$ cat src/rtl/core/jst_pkg.sv
// Shared types, constants and lookup functions for the JSON stream tokenizer.
package jst_pkg;

  localparam int MAX_DEPTH = 64;
  localparam int IW = 24;
  localparam int DEPTH_W = $clog2(MAX_DEPTH + 1);
  localparam int ADDR_W = (MAX_DEPTH > 1) ? $clog2(MAX_DEPTH) : 1;
  localparam logic [IW-1:0] IDX_MAX = {IW{1'b1}};
  localparam logic [DEPTH_W-1:0] DEPTH_FULL = DEPTH_W'(MAX_DEPTH);

  localparam logic [1:0] RK_PAYLOAD = 2'd0;
  localparam logic [1:0] RK_TOKEN = 2'd1;
  localparam logic [1:0] RK_OK = 2'd2;
  localparam logic [1:0] RK_ERROR = 2'd3;

  localparam logic [3:0] TK_OBJ_OPEN = 4'd0;
  localparam logic [3:0] TK_OBJ_CLOSE = 4'd1;
  localparam logic [3:0] TK_ARR_OPEN = 4'd2;
  localparam logic [3:0] TK_ARR_CLOSE = 4'd3;
  localparam logic [3:0] TK_STRING = 4'd4;
  localparam logic [3:0] TK_NUMBER = 4'd5;
  localparam logic [3:0] TK_TRUE = 4'd6;

  localparam logic [2:0] ERR_NONE = 3'd0;
  localparam logic [2:0] ERR_BAD_CHAR = 3'd1;
  localparam logic [2:0] ERR_UNTERM = 3'd2;
  localparam logic [2:0] ERR_ESCAPE = 3'd3;
  localparam logic [2:0] ERR_LITERAL = 3'd4;
  localparam logic [2:0] ERR_UNBAL = 3'd5;
  localparam logic [2:0] ERR_UNCLOSED = 3'd6;
  localparam logic [2:0] ERR_DEEP = 3'd7;

  localparam logic [2:0] M_BETWEEN = 3'd0;
  localparam logic [2:0] M_STRING = 3'd1;
  localparam logic [2:0] M_ESCAPE = 3'd2;
  localparam logic [2:0] M_HEX = 3'd3;
  localparam logic [2:0] M_NUMBER = 3'd4;
  localparam logic [2:0] M_LITERAL = 3'd5;

  typedef struct packed {
    logic [1:0] rk;
    logic [3:0] tk;
    logic [7:0] pay;
    logic [IW-1:0] pos;
    logic close;
    logic [2:0] err;
    logic two;
  } rec_t;

  function automatic logic [7:0] lit_char(input logic [1:0] k, input logic [2:0] i);
    logic [7:0] c;
    c = 8'h00;
    unique case (k)
      2'd1: begin
        unique case (i)
          3'd0: c = "f";
          3'd1: c = "a";
          3'd2: c = "l";
          3'd3: c = "s";
          3'd4: c = "e";
          default: c = 8'h00;
        endcase
      end
      2'd2: begin
        unique case (i)
          3'd0: c = "n";
          3'd1: c = "u";
          3'd2: c = "l";
          3'd3: c = "l";
          default: c = 8'h00;
        endcase
      end
      default: begin
        unique case (i)
          3'd0: c = "t";
          3'd1: c = "r";
          3'd2: c = "u";
          3'd3: c = "e";
          default: c = 8'h00;
        endcase
      end
    endcase
    return c;
  endfunction

  function automatic logic [2:0] lit_len(input logic [1:0] k);
    return (k == 2'd1) ? 3'd5 : 3'd4;
  endfunction

  function automatic logic is_num_char(input logic [7:0] b);
    return (b >= "0" && b <= "9") || b == "-" || b == "+" || b == "." ||
           b == "e" || b == "E";
  endfunction

endpackage

$ cat src/rtl/core/json_stream_tokenizer.sv
// JSON byte-stream tokenizer with bracket matching through an opener-index stack RAM.
//
//  channel | direction | handshake             | payload
//  --------+-----------+-----------------------+------------------------------------------
//  in      | sink      | in_valid / in_stall   | data_byte, end_of_stream
//  out     | source    | out_valid / out_stall | record_kind .. error_code, last_of_run
//
// One byte per clock while in_stall is low; a byte is decoded in the cycle it is
// taken and its records appear from the result register in the next cycle. The
// first byte of a number produces two records, which stalls the input until the
// second record is taken. Close tokens read the opener stack RAM; the data lands
// with the record. rst is synchronous; the stack RAM is not cleared. out_stall
// holds the result register and backs up into in_stall.
module json_stream_tokenizer (
  input  logic                  clk,
  input  logic                  rst,
  input  logic                  in_valid,
  output logic                  in_stall,
  input  logic [7:0]            data_byte,
  input  logic                  end_of_stream,
  output logic                  out_valid,
  input  logic                  out_stall,
  output logic [1:0]            record_kind,
  output logic [3:0]            token_kind,
  output logic [7:0]            payload_byte,
  output logic [jst_pkg::IW-1:0] token_position,
  output logic [jst_pkg::IW-1:0] opener_position,
  output logic [jst_pkg::IW-1:0] span_length,
  output logic [2:0]            error_code,
  output logic                  last_of_run
);

  logic [2:0] mode, mode_next;
  logic [1:0] lit_kind, lit_kind_next;
  logic [2:0] lit_count, lit_count_next;
  logic lit_bad, lit_bad_next;
  logic [2:0] hex_count, hex_count_next;
  logic [jst_pkg::IW-1:0] counter, counter_next;
  logic [jst_pkg::DEPTH_W-1:0] depth, depth_next;
  logic draining, draining_next;

  logic [jst_pkg::IW-1:0] stack_mem [jst_pkg::MAX_DEPTH];
  logic [jst_pkg::IW-1:0] rd_data;

  jst_pkg::rec_t res, job;
  logic res_valid, job_valid, phase;
  logic push, pop, accept, job_done;
  logic eos, do_between, bad, do_err, doc_rst;
  logic [2:0] err_code;
  logic [7:0] esc_c;
  logic esc_ok, esc_u;
  logic [1:0] k;
  logic [2:0] cnt_inc;
  logic [jst_pkg::ADDR_W-1:0] wr_addr, rd_addr;
  logic [jst_pkg::IW:0] span_raw;

  assign eos = end_of_stream || (data_byte == 8'h00);
  assign job_done = job_valid && !out_stall && (!job.two || phase);
  assign in_stall = job_valid && !job_done;
  assign accept = in_valid && !in_stall;
  assign k = (lit_kind == 2'd3) ? 2'd0 : lit_kind;
  assign cnt_inc = lit_count + 3'd1;
  assign wr_addr = depth[jst_pkg::ADDR_W-1:0];
  assign rd_addr = jst_pkg::ADDR_W'(depth - jst_pkg::DEPTH_W'(1));

  always_comb begin
    esc_c = 8'h00;
    esc_ok = 1'b1;
    esc_u = 1'b0;
    unique case (data_byte)
      "\"": esc_c = "\"";
      "\\": esc_c = "\\";
      "/": esc_c = "/";
      "b": esc_c = 8'd8;
      "f": esc_c = 8'd12;
      "n": esc_c = 8'd10;
      "r": esc_c = 8'd13;
      "t": esc_c = 8'd9;
      "u": esc_u = 1'b1;
      default: esc_ok = 1'b0;
    endcase
  end

  always_comb begin
    mode_next = mode;
    lit_kind_next = lit_kind;
    lit_count_next = lit_count;
    lit_bad_next = lit_bad;
    hex_count_next = hex_count;
    counter_next = counter;
    depth_next = depth;
    draining_next = draining;
    res = '0;
    res_valid = 1'b0;
    push = 1'b0;
    pop = 1'b0;
    do_between = 1'b0;
    do_err = 1'b0;
    err_code = jst_pkg::ERR_NONE;
    doc_rst = 1'b0;
    bad = lit_bad;

    if (draining) begin
      doc_rst = eos;
    end else begin
      unique case (mode)
        jst_pkg::M_STRING: begin
          if (eos) begin
            do_err = 1'b1;
            err_code = jst_pkg::ERR_UNTERM;
          end else if (data_byte == "\\") begin
            mode_next = jst_pkg::M_ESCAPE;
          end else if (data_byte == "\"") begin
            mode_next = jst_pkg::M_BETWEEN;
          end else begin
            res_valid = 1'b1;
            res.rk = jst_pkg::RK_PAYLOAD;
            res.tk = jst_pkg::TK_STRING;
            res.pay = data_byte;
          end
        end
        jst_pkg::M_ESCAPE: begin
          if (eos || !esc_ok) begin
            do_err = 1'b1;
            err_code = jst_pkg::ERR_ESCAPE;
          end else if (esc_u) begin
            hex_count_next = 3'd4;
            mode_next = jst_pkg::M_HEX;
          end else begin
            res_valid = 1'b1;
            res.rk = jst_pkg::RK_PAYLOAD;
            res.tk = jst_pkg::TK_STRING;
            res.pay = esc_c;
            mode_next = jst_pkg::M_STRING;
          end
        end
        jst_pkg::M_HEX: begin
          if (eos) begin
            do_err = 1'b1;
            err_code = jst_pkg::ERR_UNTERM;
          end else begin
            if (hex_count != 3'd0) hex_count_next = hex_count - 3'd1;
            if (hex_count <= 3'd1) mode_next = jst_pkg::M_STRING;
          end
        end
        jst_pkg::M_LITERAL: begin
          if (eos) begin
            do_err = 1'b1;
            err_code = jst_pkg::ERR_LITERAL;
          end else begin
            bad = lit_bad || (lit_count >= jst_pkg::lit_len(k)) ||
                  (jst_pkg::lit_char(k, lit_count) != data_byte);
            lit_bad_next = bad;
            lit_count_next = cnt_inc;
            if (cnt_inc >= jst_pkg::lit_len(k)) begin
              lit_count_next = 3'd0;
              lit_bad_next = 1'b0;
              mode_next = jst_pkg::M_BETWEEN;
              if (bad) begin
                do_err = 1'b1;
                err_code = jst_pkg::ERR_LITERAL;
              end else begin
                res_valid = 1'b1;
                res.rk = jst_pkg::RK_TOKEN;
                res.tk = jst_pkg::TK_TRUE + {2'b00, k};
                res.pos = counter;
                if (counter != jst_pkg::IDX_MAX) counter_next = counter + 1'b1;
              end
            end
          end
        end
        jst_pkg::M_NUMBER: begin
          if (!eos && jst_pkg::is_num_char(data_byte)) begin
            res_valid = 1'b1;
            res.rk = jst_pkg::RK_PAYLOAD;
            res.tk = jst_pkg::TK_NUMBER;
            res.pay = data_byte;
          end else if (!(!eos && data_byte == " ")) begin
            mode_next = jst_pkg::M_BETWEEN;
            do_between = 1'b1;
          end
        end
        default: begin
          mode_next = jst_pkg::M_BETWEEN;
          do_between = 1'b1;
        end
      endcase

      if (do_between) begin
        if (eos) begin
          if (depth != '0) begin
            do_err = 1'b1;
            err_code = jst_pkg::ERR_UNCLOSED;
          end else begin
            res_valid = 1'b1;
            res.rk = jst_pkg::RK_OK;
            doc_rst = 1'b1;
          end
        end else begin
          unique case (data_byte)
            "{", "[": begin
              if (depth >= jst_pkg::DEPTH_FULL) begin
                do_err = 1'b1;
                err_code = jst_pkg::ERR_DEEP;
              end else begin
                push = 1'b1;
                depth_next = depth + 1'b1;
                res_valid = 1'b1;
                res.rk = jst_pkg::RK_TOKEN;
                res.tk = (data_byte == "{") ? jst_pkg::TK_OBJ_OPEN : jst_pkg::TK_ARR_OPEN;
                res.pos = counter;
                if (counter != jst_pkg::IDX_MAX) counter_next = counter + 1'b1;
              end
            end
            "}", "]": begin
              if (depth == '0) begin
                do_err = 1'b1;
                err_code = jst_pkg::ERR_UNBAL;
              end else begin
                pop = 1'b1;
                depth_next = depth - 1'b1;
                res_valid = 1'b1;
                res.rk = jst_pkg::RK_TOKEN;
                res.tk = (data_byte == "}") ? jst_pkg::TK_OBJ_CLOSE : jst_pkg::TK_ARR_CLOSE;
                res.pos = counter;
                res.close = 1'b1;
                if (counter != jst_pkg::IDX_MAX) counter_next = counter + 1'b1;
              end
            end
            ":", ",", " ", 8'h0a, 8'h0d: begin
            end
            "\"": begin
              res_valid = 1'b1;
              res.rk = jst_pkg::RK_TOKEN;
              res.tk = jst_pkg::TK_STRING;
              res.pos = counter;
              if (counter != jst_pkg::IDX_MAX) counter_next = counter + 1'b1;
              mode_next = jst_pkg::M_STRING;
            end
            "t", "f", "n": begin
              lit_kind_next = (data_byte == "t") ? 2'd0 : (data_byte == "f") ? 2'd1 : 2'd2;
              lit_count_next = 3'd1;
              lit_bad_next = 1'b0;
              mode_next = jst_pkg::M_LITERAL;
            end
            default: begin
              if ((data_byte >= "0" && data_byte <= "9") || data_byte == "-") begin
                res_valid = 1'b1;
                res.rk = jst_pkg::RK_TOKEN;
                res.tk = jst_pkg::TK_NUMBER;
                res.pay = data_byte;
                res.pos = counter;
                res.two = 1'b1;
                if (counter != jst_pkg::IDX_MAX) counter_next = counter + 1'b1;
                mode_next = jst_pkg::M_NUMBER;
              end else begin
                do_err = 1'b1;
                err_code = jst_pkg::ERR_BAD_CHAR;
              end
            end
          endcase
        end
      end

      if (do_err) begin
        res = '0;
        res_valid = 1'b1;
        res.rk = jst_pkg::RK_ERROR;
        res.err = err_code;
        mode_next = jst_pkg::M_BETWEEN;
        draining_next = 1'b1;
        doc_rst = eos;
      end
    end

    if (doc_rst) begin
      mode_next = jst_pkg::M_BETWEEN;
      lit_kind_next = 2'd0;
      lit_count_next = 3'd0;
      lit_bad_next = 1'b0;
      hex_count_next = 3'd0;
      counter_next = '0;
      depth_next = '0;
      draining_next = 1'b0;
    end
  end

  always_ff @(posedge clk) begin
    if (rst) begin
      mode <= jst_pkg::M_BETWEEN;
      lit_kind <= 2'd0;
      lit_count <= 3'd0;
      lit_bad <= 1'b0;
      hex_count <= 3'd0;
      counter <= '0;
      depth <= '0;
      draining <= 1'b0;
    end else if (accept) begin
      mode <= mode_next;
      lit_kind <= lit_kind_next;
      lit_count <= lit_count_next;
      lit_bad <= lit_bad_next;
      hex_count <= hex_count_next;
      counter <= counter_next;
      depth <= depth_next;
      draining <= draining_next;
    end
  end

  always_ff @(posedge clk) begin
    if (accept && push) stack_mem[wr_addr] <= counter;
    if (accept && pop) rd_data <= stack_mem[rd_addr];
  end

  always_ff @(posedge clk) begin
    if (rst) begin
      job_valid <= 1'b0;
      phase <= 1'b0;
    end else if (accept) begin
      job_valid <= res_valid;
      phase <= 1'b0;
    end else if (job_done) begin
      job_valid <= 1'b0;
      phase <= 1'b0;
    end else if (job_valid && !out_stall) begin
      phase <= 1'b1;
    end
  end

  always_ff @(posedge clk) begin
    if (accept) job <= res;
  end

  assign span_raw = (job.pos >= rd_data) ?
                    ({1'b0, job.pos} - {1'b0, rd_data} + 1'b1) : '0;

  assign out_valid = job_valid;
  assign record_kind = phase ? jst_pkg::RK_PAYLOAD : job.rk;
  assign token_kind = phase ? jst_pkg::TK_NUMBER : job.tk;
  assign payload_byte = (job.two && !phase) ? 8'h00 : job.pay;
  assign token_position = phase ? '0 : job.pos;
  assign opener_position = (job.close && !phase) ? rd_data : '0;
  assign span_length = (!job.close || phase) ? '0 :
                       span_raw[jst_pkg::IW] ? jst_pkg::IDX_MAX : span_raw[jst_pkg::IW-1:0];
  assign error_code = phase ? jst_pkg::ERR_NONE : job.err;
  assign last_of_run = !job.two || phase;

endmodule

$ cat config.mk
export PLATFORM = sky130hd
export DESIGN_NAME = json_stream_tokenizer
export DESIGN_NICKNAME = d
export VERILOG_FILES = /design/src/rtl/core/jst_pkg.sv /design/src/rtl/core/json_stream_tokenizer.sv
export SDC_FILE = /design/constraint.sdc
export NUM_CORES = 2
export LEC_CHECK = 0
export BUFFER_PORTS_ARGS = -buffer_cell sky130_fd_sc_hd__buf_2
export CAP_MARGIN = 20
export CORE_MARGIN = 2
export CORE_UTILIZATION = 50
export CTS_CLUSTER_SIZE = 14
export DETAILED_ROUTE_END_ITERATION = 7
export MAX_ROUTING_LAYER = met4
export PLACE_DENSITY = 0.76
export SLEW_MARGIN = 20
export SYNTH_ARGS = -nofsm -noshare
export SYNTH_HDL_FRONTEND = slang
export SYNTH_SLANG_ARGS = --single-unit
$ cat constraint.sdc
create_clock -name clk -period 9.97 [get_ports clk]
set_clock_uncertainty 0.1 [all_clocks]
set_input_delay 1.4955 -clock clk [delete_from_list [all_inputs] [get_ports clk]]
set_output_delay 1.4955 -clock clk [all_outputs]
set_load 0.05 [all_outputs]
==> flow_summary_export.csv <==
group,metric,value,unit
timing,fin_crit,6.72,ns
timing,clock.fmax,149,MHz
logic_synthesis,synth_largest_area_cell,"edfxtp_1",
status,status,"complete, no violations",
clocking,insertion_delay,0.78,ns
routing,wl,167,mm
timing,relSlewSlack,23.3,%
routing,vias,34728,
logic_synthesis,synthArstFlopShare,0,%
routing,drc_errors,0,
floorplan,boundaryPins,105,
logic_synthesis,yosys.cell_types.count,87,
routing,wl_per_cell,30.9,um
power,p_switching,2790,uW
logic_synthesis,ys_top_cells_by_count,"edfxtp_1, mux4_2, nor2_1, clkbuf_1, nand2_1",
setup_path,worstSetupEndpointType,"primary output",
clocking,clk_pin_slew_worst_paths,0.06,ns
layout,fin_util,56.5,%
logic_synthesis,ys_ff_latch,1649,
floorplan,start_util,50.4,%
logic_synthesis,synth_top_flop_cell,"edfxtp_1",
logic_synthesis,netlist_area,67300,sq um
power,p_sw_share,20.3,%
global_route,antenna_found_initial,13,
power,power_frac_seq,54.8,%
global_route,overflow,0,
power,internal_power,10900,uW
clocking,holdBufCountCts,0,
setup_path,slowest_stage,"fa_1",
routing,vias_per_cell,6.45,
clocking,h-tree-depth,4,
logic_synthesis,synthTopCellsByArea,"edfxtp_1, mux4_2, dfxtp_1",
setup_path,critPathMaxStageDelay,0.50,ns
timing,tns,0,ns
setup_path,r2r_slack,4.47,ns
floorplan,die-area,138000,sq um
routing,dr.pass1.iters,5,
timing,rsz0062_at_grt,"no",
timing,fin_crit_sh,67.4,%
logic_synthesis,synth.most_common_cell,"edfxtp_1",
setup_path,path_cells,"inv_1 -> ha_1 -> inv_1 -> fa_1 -> or3b_1 -> o2111ai_1 -> a31oi_1 -> nor4_1 -> o21ai_1 -> o21ai_1 -> mux2i_1 -> nand2_1 -> a41oi_1 -> buf_2",
routing,drtIter0Drc,5177,
clocking,cts_num_sinks,1649,
timing,setup_ws,3.25,ns
layout,drive_gt1_share,28.4,%
logic_synthesis,syn-num-nets,3408,
clocking,cts_tree,"built",
global_route,grt_pass1_vias,33900,
logic_synthesis,yosys_warnings,0,
floorplan,dieWidth,371,um
layout,syn_to_final_growth,12.2,%
logic_synthesis,syn_inst,3317,
worst_hold_path,hold_path.class,"reg -> reg",
power,power_density,182,nW/um^2
floorplan,die_y,371,um
setup_path,critPathArrivalTime,5.12,ns
setup_path,crit_required,8.37,ns
setup_path,worst-path-buf-inv,3,
global_route,grt_max_degree,163,
floorplan,rows,134,
placed_design,io_buffers,104,
timing,worst_slew_pin_slew,1.14,ns
power,clockPowerShare,43.0,%
global_route,grtUsageTotal,25.2,%
floorplan,core_area,133000,sq um
job,cap_violations,0,
clocking,cts-resized-gates,0,
clocking,cts_made_buffers,158,
logic_synthesis,synth_edf_count,1603,
routing,final_antenna_net_count,0,
global_route,grt_pass1_wl,241,mm
setup_path,start_kind,"register",
setup_path,crit_path_max_fanout,21,
clocking,cts_setup_buffers,0,
placed_design,gp_congestion,0.929,
clocking,clockBufferDepth,3,
clocking,cts-root-buf,"clkbuf_16",
power,peakVddDrop,0.000181,V
setup_path,cp_top_family,"simple AND/OR/NAND/NOR gates",
setup_path,critPathKind,"reg -> out",
power,power_frac_comb,2.2,%
placed_design,pre_cts_slack,4.07,ns
timing,timing_hold_violations_final,0,
logic_synthesis,syn_area_per_cell,20.3,sq um
power,p_leak,0.0248,uW
timing,slew_violations,0,
logic_synthesis,ys_seq_area_share,72.9,%
logic_synthesis,synth_top_cell_area_share,71.5,%
timing,finalSetupViolCount,0,
layout,nets,3571,
placed_design,dp_hpwl,95.9,mm
-- layout make-up --
type                            count  area (sq um)
Multi-Input combinational cell   1411         17600
Clock inverter                     85           953
Inverter                           81           304
Tap cell                         1768          2210
Antenna cell                        9          22.5
Clock buffer                      201          4120
Sequential cell                  1649         49100
Timing Repair Buffer              179          1130
Fill cell                        9507         58000
-- per-stage QoR --
step / cell area (sq um) / instances / total power, uW / hold WS, ns
after floorplan: 67300 / 3317 / 7880 / 0.332
after global placement: 70400 / 5087 / 7950 / 0.344
after detailed placement: 70400 / 5087 / 7950 / 0.344
after CTS: 75400 / 5373 / 13800 / 0.351
after global routing: 75500 / 5380 / 14000 / 0.394
final: 75500 / 5383 / 13700 / 0.353
-- kinds of logic (layout without fill, tap and decap cells) --
logic type | count (synthesis) | count (layout) | share of synthesized area, %
flops | 1649 | 1649 | 72.9
other cells | 0 | 9 | 0
mux | 509 | 509 | 16.9
buf+inv | 257 | 546 | 1.50
fa+ha+maj | 78 | 78 | 1.58
simple gates | 526 | 526 | 4.03
xor+xnor | 28 | 28 | 0.365
compound gates | 270 | 270 | 2.66
-- flip-flops by register name, indices dropped and copies added, names as in the netlist --
name,cells
stack_mem,1536
job,43
counter,24
rd_data,24
depth,7
hex_count,3
lit_count,3
mode,3
lit_kind,2
draining,1
lit_bad,1
out_valid,1
phase,1
-- cells in the final DEF, fill, tap and decap left out, drive strengths merged, types with 37 or more instances in the layout --
master | Yosys | routed
a21oi | 83 | 83
and2 | 60 | 60
edfxtp | 1603 | 1603
ha | 66 | 66
mux4 | 504 | 504
nor2 | 148 | 148
nor3 | 37 | 37
nand2 | 93 | 93
clkbuf | 123 | 202
clkinv | 0 | 61
inv | 81 | 88
dfxtp | 46 | 46
buf | 53 | 178
o21ai | 53 | 53
nand3 | 40 | 40
nor2b | 37 | 37
-- power groups by stage --
stage	combinational (uW)	clock (uW)	sequential (uW)
detailed placement	295	0	7650
floorplan	227	0	7650
global placement	294	0	7650
CTS	297	5950	7500
global route	323	6210	7500
finish	300	5900	7500
-- worst paths after layout --
kind,start,to,depth (start not counted)
hold reg to reg,hex_count[1]$_SDFFE_PP0P_,hex_count[1]$_SDFFE_PP0P_,2
setup / recovery,rd_data[2]$_DFFE_PP_,span_length[23],14
hold / removal,hex_count[1]$_SDFFE_PP0P_,hex_count[1]$_SDFFE_PP0P_,2
setup reg to reg,depth[0]$_SDFFE_PP0P_,rd_data[11]$_DFFE_PP_,7
-- worst register-to-register path, delay by kind of cell (launching register included) --
| family | cells | cell delay (ns) |
|---|---|---|
| fa+ha+maj | 1 | 0.73 |
| flops | 1 | 1.02 |
| buf+inv | 3 | 1.76 |
| mux | 3 | 1.64 |
-- routing by layer --
layer  GRT usage (%)  wire, um  part of all wire [%]  up-vias
met5               -         0                     0        -
met4            8.14      5100                   3.1        0
met3            5.43     18700                    11      284
met2            38.2     80200                    48     2213
met1            34.4     62600                    38    18160
li1                -         -                     -    14071
Power figures use the tool's default switching activity.
